$ cat config.mk
export PLATFORM = sky130hd
export DESIGN_NAME = ax25_frame_header_parser
export DESIGN_NICKNAME = d
export VERILOG_FILES = /design/src/hdl/afhp_pkg.sv /design/src/hdl/afhp_front.sv /design/src/hdl/afhp_back.sv /design/src/hdl/ax25_frame_header_parser.sv
export SDC_FILE = /design/constraint.sdc
export NUM_CORES = 1
export LEC_CHECK = 0
export ABC_AREA = 1
export BUFFER_PORTS_ARGS = -buffer_cell sky130_fd_sc_hd__buf_2
export CORE_MARGIN = 2
export CORE_UTILIZATION = 60
export CTS_CLUSTER_SIZE = 8
export DETAILED_ROUTE_END_ITERATION = 6
export PLACE_DENSITY_LB_ADDON = 0.08
export SLEW_MARGIN = 30
export SYNTH_ARGS = -nofsm -noshare
export SYNTH_HDL_FRONTEND = slang
export SYNTH_HIERARCHICAL = 1
export SYNTH_SLANG_ARGS = --single-unit
$ cat constraint.sdc
create_clock -name clk_i -period 5 [get_ports clk_i]
set_input_delay 0.75 -clock clk_i [delete_from_list [all_inputs] [get_ports clk_i]]
set_output_delay 0.75 -clock clk_i [all_outputs]
set_load 0.02 [all_outputs]
$ cat src/hdl/afhp_pkg.sv
package afhp_pkg;

  localparam int unsigned MaxDigis = 8;
  localparam int unsigned MaxInfo  = 256;
  localparam int unsigned AddrBytes = 7;
  localparam int unsigned MinFrame = 15;
  localparam int unsigned QueueDepth = 2;

  typedef enum logic [2:0] {
    KIND_DEST = 3'd0,
    KIND_SRC  = 3'd1,
    KIND_DIGI = 3'd2,
    KIND_CTRL = 3'd3,
    KIND_PID  = 3'd4,
    KIND_PAY  = 3'd5,
    KIND_DROP = 3'd6
  } kind_e;

  typedef enum logic [1:0] {
    ST_OK      = 2'd0,
    ST_SHORT   = 2'd1,
    ST_NO_CTRL = 2'd2,
    ST_NO_PID  = 2'd3
  } status_e;

  typedef enum logic [1:0] {
    FT_I  = 2'd0,
    FT_S  = 2'd1,
    FT_U  = 2'd2,
    FT_UI = 2'd3
  } ftype_e;

  typedef struct packed {
    logic [7:0] data_byte;
    logic [8:0] frame_len;
  } in_item_t;

  typedef struct packed {
    logic [7:0] byte_out;
    logic [2:0] field_kind;
    logic [3:0] address_slot;
    logic [7:0] offset_in_field;
    logic       frame_done;
    logic [1:0] status;
    logic [1:0] frame_type;
    logic       cmd_flag;
    logic [3:0] digipeater_count;
    logic [8:0] payload_length;
    logic [2:0] send_seq;
    logic [2:0] recv_seq;
  } out_item_t;

  // tagged byte handed from front to back
  typedef struct packed {
    logic [7:0] data_byte;
    logic [2:0] kind;
    logic [3:0] slot;
    logic [7:0] offset;
    logic       done;
    logic [1:0] status;
    logic [7:0] control;
    logic       command;
    logic [3:0] digis;
    logic [8:0] payload;
  } tag_t;

  function automatic logic [1:0] classify(input logic [7:0] c);
    logic [1:0] r;
    if (c[0] == 1'b0) r = FT_I;
    else if (c[1] == 1'b0) r = FT_S;
    else if ((c & 8'hEF) == 8'h03) r = FT_UI;
    else r = FT_U;
    return r;
  endfunction

endpackage

$ cat src/hdl/afhp_front.sv
module afhp_front (
  input  logic               clk_i,
  input  logic               rst_ni,
  input  logic               valid_i,
  output logic               ready_o,
  input  afhp_pkg::in_item_t item_i,
  output logic               push_o,
  output afhp_pkg::tag_t     tag_o,
  input  logic               full_i
);

  logic [8:0] pos_q, pos_d;
  logic [8:0] len_q, len_d;
  logic [2:0] field_q, field_d;
  logic [3:0] slot_q, slot_d;
  logic [2:0] aoff_q, aoff_d;
  logic       last_q, last_d;
  logic [3:0] digi_q, digi_d;
  logic [7:0] ctrl_q, ctrl_d;
  logic       cmd_q, cmd_d;
  logic [8:0] pay_q, pay_d;

  logic [8:0] len;
  logic [2:0] field;
  logic [3:0] slot, digi;
  logic [2:0] aoff;
  logic       lastb, cmd, done, fire;
  logic [7:0] ctrl;
  logic [8:0] pay;
  logic [9:0] need;

  assign ready_o = !full_i;
  assign fire    = valid_i && ready_o;

  // first byte of a frame starts from a clean state
  always_comb begin
    if (pos_q == 9'd0) begin
      len   = (item_i.frame_len == 9'd0) ? 9'd1 : item_i.frame_len;
      field = afhp_pkg::KIND_DEST;
      slot  = 4'd0;
      aoff  = 3'd0;
      lastb = 1'b0;
      digi  = 4'd0;
      ctrl  = 8'd0;
      cmd   = 1'b0;
      pay   = 9'd0;
    end else begin
      len   = len_q;
      field = field_q;
      slot  = slot_q;
      aoff  = aoff_q;
      lastb = last_q;
      digi  = digi_q;
      ctrl  = ctrl_q;
      cmd   = cmd_q;
      pay   = pay_q;
    end
  end

  assign done = ({1'b0, pos_q} + 10'd1) >= {1'b0, len};
  assign need = {1'b0, pos_q} + 10'd1 + 10'(afhp_pkg::AddrBytes);

  // byte classification and state update
  always_comb begin
    tag_o = '0;
    tag_o.data_byte = item_i.data_byte;
    tag_o.kind = afhp_pkg::KIND_DROP;
    tag_o.done = done;
    field_d = field;
    slot_d  = slot;
    aoff_d  = aoff;
    last_d  = lastb;
    digi_d  = digi;
    ctrl_d  = ctrl;
    cmd_d   = cmd;
    pay_d   = pay;
    if (len < 9'(afhp_pkg::MinFrame)) begin
      tag_o.kind = afhp_pkg::KIND_DROP;
    end else if (field == afhp_pkg::KIND_DEST || field == afhp_pkg::KIND_SRC ||
                 field == afhp_pkg::KIND_DIGI) begin
      tag_o.kind = field;
      tag_o.slot = (field == afhp_pkg::KIND_DEST) ? 4'd0 :
                   (field == afhp_pkg::KIND_SRC) ? 4'd1 : slot;
      tag_o.offset = {5'd0, aoff};
      if (aoff == 3'(afhp_pkg::AddrBytes - 1)) begin
        aoff_d = 3'd0;
        if (field == afhp_pkg::KIND_DEST) begin
          cmd_d   = item_i.data_byte[7];
          field_d = afhp_pkg::KIND_SRC;
        end else begin
          last_d = item_i.data_byte[0];
          if (!item_i.data_byte[0] && digi < 4'(afhp_pkg::MaxDigis) &&
              need <= {1'b0, len}) begin
            field_d = afhp_pkg::KIND_DIGI;
            slot_d  = digi + 4'd2;
            digi_d  = digi + 4'd1;
          end else begin
            field_d = afhp_pkg::KIND_CTRL;
          end
        end
      end else begin
        aoff_d = aoff + 3'd1;
      end
    end else if (field == afhp_pkg::KIND_CTRL) begin
      tag_o.kind = afhp_pkg::KIND_CTRL;
      ctrl_d = item_i.data_byte;
      field_d = (afhp_pkg::classify(item_i.data_byte) == afhp_pkg::FT_I ||
                 afhp_pkg::classify(item_i.data_byte) == afhp_pkg::FT_UI) ?
                afhp_pkg::KIND_PID : afhp_pkg::KIND_PAY;
    end else if (field == afhp_pkg::KIND_PID) begin
      tag_o.kind = afhp_pkg::KIND_PID;
      field_d = afhp_pkg::KIND_PAY;
    end else begin
      if (pay < 9'(afhp_pkg::MaxInfo)) begin
        tag_o.kind = afhp_pkg::KIND_PAY;
        tag_o.offset = pay[8] ? 8'd255 : pay[7:0];
        pay_d = pay + 9'd1;
      end
    end
    // end-of-frame summary
    if (done) begin
      if (len < 9'(afhp_pkg::MinFrame)) tag_o.status = afhp_pkg::ST_SHORT;
      else if (field == afhp_pkg::KIND_DEST || field == afhp_pkg::KIND_SRC ||
               field == afhp_pkg::KIND_DIGI) tag_o.status = afhp_pkg::ST_NO_CTRL;
      else if (field == afhp_pkg::KIND_CTRL && field_d == afhp_pkg::KIND_PID)
        tag_o.status = afhp_pkg::ST_NO_PID;
      else tag_o.status = afhp_pkg::ST_OK;
      tag_o.control = ctrl_d;
      tag_o.command = cmd_d;
      tag_o.digis   = digi_d;
      tag_o.payload = pay_d;
    end
  end

  assign push_o = fire;

  // frame state registers
  always_ff @(posedge clk_i or negedge rst_ni) begin
    if (!rst_ni) begin
      pos_q <= '0; len_q <= '0; field_q <= afhp_pkg::KIND_DEST; slot_q <= '0;
      aoff_q <= '0; last_q <= 1'b0; digi_q <= '0; ctrl_q <= '0; cmd_q <= 1'b0;
      pay_q <= '0;
    end else if (fire) begin
      if (done) begin
        pos_q <= '0;
      end else begin
        pos_q <= pos_q + 9'd1;
      end
      len_q <= len; field_q <= field_d; slot_q <= slot_d; aoff_q <= aoff_d;
      last_q <= last_d; digi_q <= digi_d; ctrl_q <= ctrl_d; cmd_q <= cmd_d;
      pay_q <= pay_d;
    end
  end

endmodule

$ cat src/hdl/afhp_back.sv
module afhp_back (
  input  logic                clk_i,
  input  logic                rst_ni,
  input  logic                push_i,
  input  afhp_pkg::tag_t      tag_i,
  output logic                full_o,
  output logic                valid_o,
  input  logic                ready_i,
  output afhp_pkg::out_item_t item_o
);

  afhp_pkg::tag_t mem_q [afhp_pkg::QueueDepth];
  logic       wptr_q, rptr_q;
  logic [1:0] cnt_q;
  logic       pop;
  afhp_pkg::tag_t h;

  assign full_o  = (cnt_q == 2'(afhp_pkg::QueueDepth));
  assign valid_o = (cnt_q != 2'd0);
  assign pop     = valid_o && ready_i;
  assign h       = mem_q[rptr_q];

  // result formatting from queue head
  always_comb begin
    item_o = '0;
    item_o.byte_out        = h.data_byte;
    item_o.field_kind      = h.kind;
    item_o.address_slot    = h.slot;
    item_o.offset_in_field = h.offset;
    item_o.frame_done      = h.done;
    item_o.status          = h.status;
    if (h.done && h.status == afhp_pkg::ST_OK) begin
      item_o.frame_type       = afhp_pkg::classify(h.control);
      item_o.cmd_flag         = h.command;
      item_o.digipeater_count = h.digis;
      item_o.payload_length   = h.payload;
      item_o.send_seq         = h.control[3:1];
      item_o.recv_seq         = h.control[7:5];
    end
  end

  // queue storage
  always_ff @(posedge clk_i) begin
    if (push_i) mem_q[wptr_q] <= tag_i;
  end

  // queue pointers
  always_ff @(posedge clk_i or negedge rst_ni) begin
    if (!rst_ni) begin
      wptr_q <= 1'b0; rptr_q <= 1'b0; cnt_q <= '0;
    end else begin
      if (push_i) wptr_q <= !wptr_q;
      if (pop) rptr_q <= !rptr_q;
      cnt_q <= cnt_q + {1'b0, push_i} - {1'b0, pop};
    end
  end

endmodule

$ cat src/hdl/ax25_frame_header_parser.sv
// AX.25 header tagger: one frame byte is accepted per clock while the queue is not full, and
// one tagged result leaves per byte, each registered in a two-entry queue that separates the
// classifying front from the output, so a byte offered during an output stall is still taken
// in, after which intake pauses until the output takes a result. Frame length is sampled on
// each frame's first byte; the final byte carries the frame summary.
module ax25_frame_header_parser (
  input  logic                clk_i,
  input  logic                rst_ni,
  input  logic                in_valid_i,
  output logic                in_ready_o,
  input  afhp_pkg::in_item_t  in_item_i,
  output logic                out_valid_o,
  input  logic                out_ready_i,
  output afhp_pkg::out_item_t out_item_o
);

  logic           push, full;
  afhp_pkg::tag_t tag;

  afhp_front u_front (
    .clk_i, .rst_ni, .valid_i(in_valid_i), .ready_o(in_ready_o), .item_i(in_item_i),
    .push_o(push), .tag_o(tag), .full_i(full)
  );

  afhp_back u_back (
    .clk_i, .rst_ni, .push_i(push), .tag_i(tag), .full_o(full),
    .valid_o(out_valid_o), .ready_i(out_ready_i), .item_o(out_item_o)
  );

endmodule

==> run summary <==
The chip width came out at 120 um. The CTS root buffer is sky130_fd_sc_hd__clkbuf_16. For this run, the slowest stage of the critical path takes 0.44 ns. Adding up every negative setup slack in the final design gives 0 ns.

At the end of the flow the core is filled with cells to 0.681. The first TritonRoute pass finished after 5 iterations. The initial standard-cell utilization of the core came out at 0.610. TritonCTS built the clock tree. The area after detailed placement came out at 8370 um2. Setup slack on the worst reg-to-reg path comes out at 1.30 ns.

The setup violation total in the final timing report is 0. Clock skew on the completed layout was measured at 0.00517 ns. Using the TritonRoute via totals, the vias-per-cell ratio works out to 5.38. The routability-driven placement congestion ratio is 0.968. The total area inside the core boundary comes to 13,100 um2. The worst slew margin relative to its limit is 0.440. The highest achievable clock rate came out at 270 MHz.

The maximum fanout along the worst path came out at 37. For this design the static power due to leakage is 4.06 nW. The signal on the critical path passes through inv_1 > ha_1 > nand2_1 > nor2_4 > nand2_4 > clkinv_2 > nor2_1 > a21oi_2 > ha_1 > nor2_1 > nand4_1 > nand2_1 > nand3_2 > nor2_8 > xor2_1 > nor2_1.

The critical path data required time came out at 5.14 ns. The clock input transition at the sequential cells of the worst setup and hold paths is 0.06 ns. The final antenna-violating net count is 0. During synthesis, Yosys emitted a total of 6 warnings.

The vias after detailed routing came out at 6,080. Detailed placement ended at an HPWL of 11,900 um. The aggregate global routing overflow came out at 0. The transition at the pin with the smallest max-transition slack came out at 0.841 ns. Port buffering added 70 buffers.

Of the available clock period, the critical path in the final layout requires 0.740. The slowest stage of the critical path belongs to the cell sky130_fd_sc_hd__dfrtp_1. In this run the number of H-tree levels came out at 4. The ratio of total power to cell area came out at 687 nW/um2.

The worst hold path class is in2async. The number of antenna cells inserted is 0. The worst-case clock buffer depth is 2. The number of max-slew violations in the final report is 0. Setup repair after global routing left no endpoint under its margin. The run finished with clean final reports.

The buffer count from post-CTS setup fixing is 0. Dividing the detail-routed wire length by the instance count gives 15.6 um. The total I/O pin count is 71. The max capacitance violation total is 0. The count of mapped cells out of synthesis came out at 886. The number of filler instances in the final layout is 1,014. The data arrival at the endpoint of the critical path came out at 3.84 ns. After synthesis, the mean cell area works out to 9.04 um2. Entering global routing, the biggest net connects 62 pins. Row generation in the floorplan step produced 42 rows. The y dimension of the die came out at 120 um. The net count of the finished layout is 989. The final hold violation count came out at 0. The layout cell share with drive strength beyond 1 came out at 0.201. STA classifies the critical path endpoint as a flip-flop. The area added between synthesis and finish came out at 11.6%. The iteration-0 DRC count of the detailed router is 433. The post-route cell area came out at 8940 um2. The final critical delay including setup and external delays came out at 3.70 ns. The worst setup path is launched from a flip-flop. The setup path with the least slack is of type reg2reg. The maximum ir drop on the vdd rail came out at 440 uV. The number of buffers added by the clock tree synthesis step came out at 17. The initial antenna violation count came out at 1.

The net count of the mapped netlist came out at 933. The wire length of the first global-routing pass came out at 28,400 um. The clock latency at the later pin of the worst-skew pair came out at 0.42 ns. The hold-fix buffer count after cts came out at 0. The total of cells resized after clock tree synthesis came out at 0. The number of sinks driven by the clock tree came out at 147. The floorplan step defined a die boundary enclosing 14,300 um2. The number of DRC violations after detailed routing is 0.

The routed design has 17,600 um of wire. The via count of the first global-routing pass was 5,970. Across every metal layer, demand over resource in global routing totals 0.256. The cell area after synthesis came out at 8010 um2. By instance count, the cell type seen most on the critical path is sky130_fd_sc_hd__nor2_1.
## layer usage
layer	part of all wire	global-route usage	vias to the layer above
li1	-	-	3009
met4	0.029	0.121	0
met5	0	0	-
met1	0.43	0.319	2860
met3	0.051	0.0499	37
met2	0.49	0.432	174
## power breakdown
part           internal (W)  total [W]  leakage (nW)  switching [W]
clock network      0.000730    0.00122         0.264       0.000492
registers           0.00174    0.00191          1.59       0.000166
logic              0.000856    0.00301          2.20        0.00216
## placed cells by master, fill, tap and decap left out, drive strengths merged, types with 5 or more instances in the layout
| cell | count |
|---|---|
| nand4 | 12 |
| buf | 77 |
| nor2 | 82 |
| o21ai | 60 |
| nand2 | 294 |
| nand3 | 43 |
| inv | 96 |
| nor3 | 6 |
| clkinvlp | 5 |
| ha | 26 |
| dfrtp | 53 |
| xor2 | 13 |
| clkbuf | 18 |
| edfxtp | 94 |
| clkinv | 7 |
| a21oi | 40 |
## worst paths after layout
kind / start / end / depth (start not counted)
max: u_front/pos_q[0] / u_back/mem_q[1][9] / 16
min: rst_ni / u_front/pos_q[1] / 2
max reg2reg: u_front/pos_q[0] / u_back/mem_q[1][9] / 16
min reg2reg: u_front/pay_q[7] / u_front/pay_q[7] / 2
max in group asynchronous: rst_ni / u_front/pay_q[0] / 2
min in group clk_i: u_front/pay_q[7] / u_front/pay_q[7] / 2
## final cells by class
type / count / area [um2] / share of cell area
multi-input cells: 603 / 3230 / 0.361
repair buffers: 77 / 403 / 0.0451
clock inverters: 14 / 138 / 0.0154
well taps: 176 / 220 / 0.0246
flip-flops and latches: 147 / 4150 / 0.464
inverters: 96 / 372 / 0.0416
clock buffers: 18 / 429 / 0.0480
## through the flow
step / std cells / hold WS (ns) / total power [W] / setup WS, ns
3_5_place_dp: 1099 / 0.470 / 0.00492 / 1.36
2_1_floorplan: 886 / 0.449 / 0.00423 / 0.879
6_report: 1131 / 0.464 / 0.00614 / 1.30
5_1_grt: 1131 / 0.504 / 0.00657 / 0.968
4_1_cts: 1131 / 0.483 / 0.00616 / 1.36
3_3_place_gp: 1099 / 0.464 / 0.00483 / 1.49
## critical path: cells and delay by family, from the launching register on
kind,cells,cell delay (ns)
AO/OA/AOI/OAI,1,0.22
XOR/XNOR,1,0.21
adder cells (fa/ha/maj),2,0.45
buffers and inverters,2,0.46
flip-flops,1,0.44
AND/OR/NAND/NOR,10,1.60
## sequential cells by signal (all words and copies together), names as in the netlist
signal           cells
u_back/cnt_q         2
u_back/mem_q        94
u_back/rptr_q        1
u_back/wptr_q        1
u_front/aoff_q       3
u_front/cmd_q        1
u_front/ctrl_q       7
u_front/digi_q       4
u_front/field_q      3
u_front/len_q        9
u_front/pay_q        9
u_front/pos_q        9
u_front/slot_q       4
(Power assumes the default switching activity.)
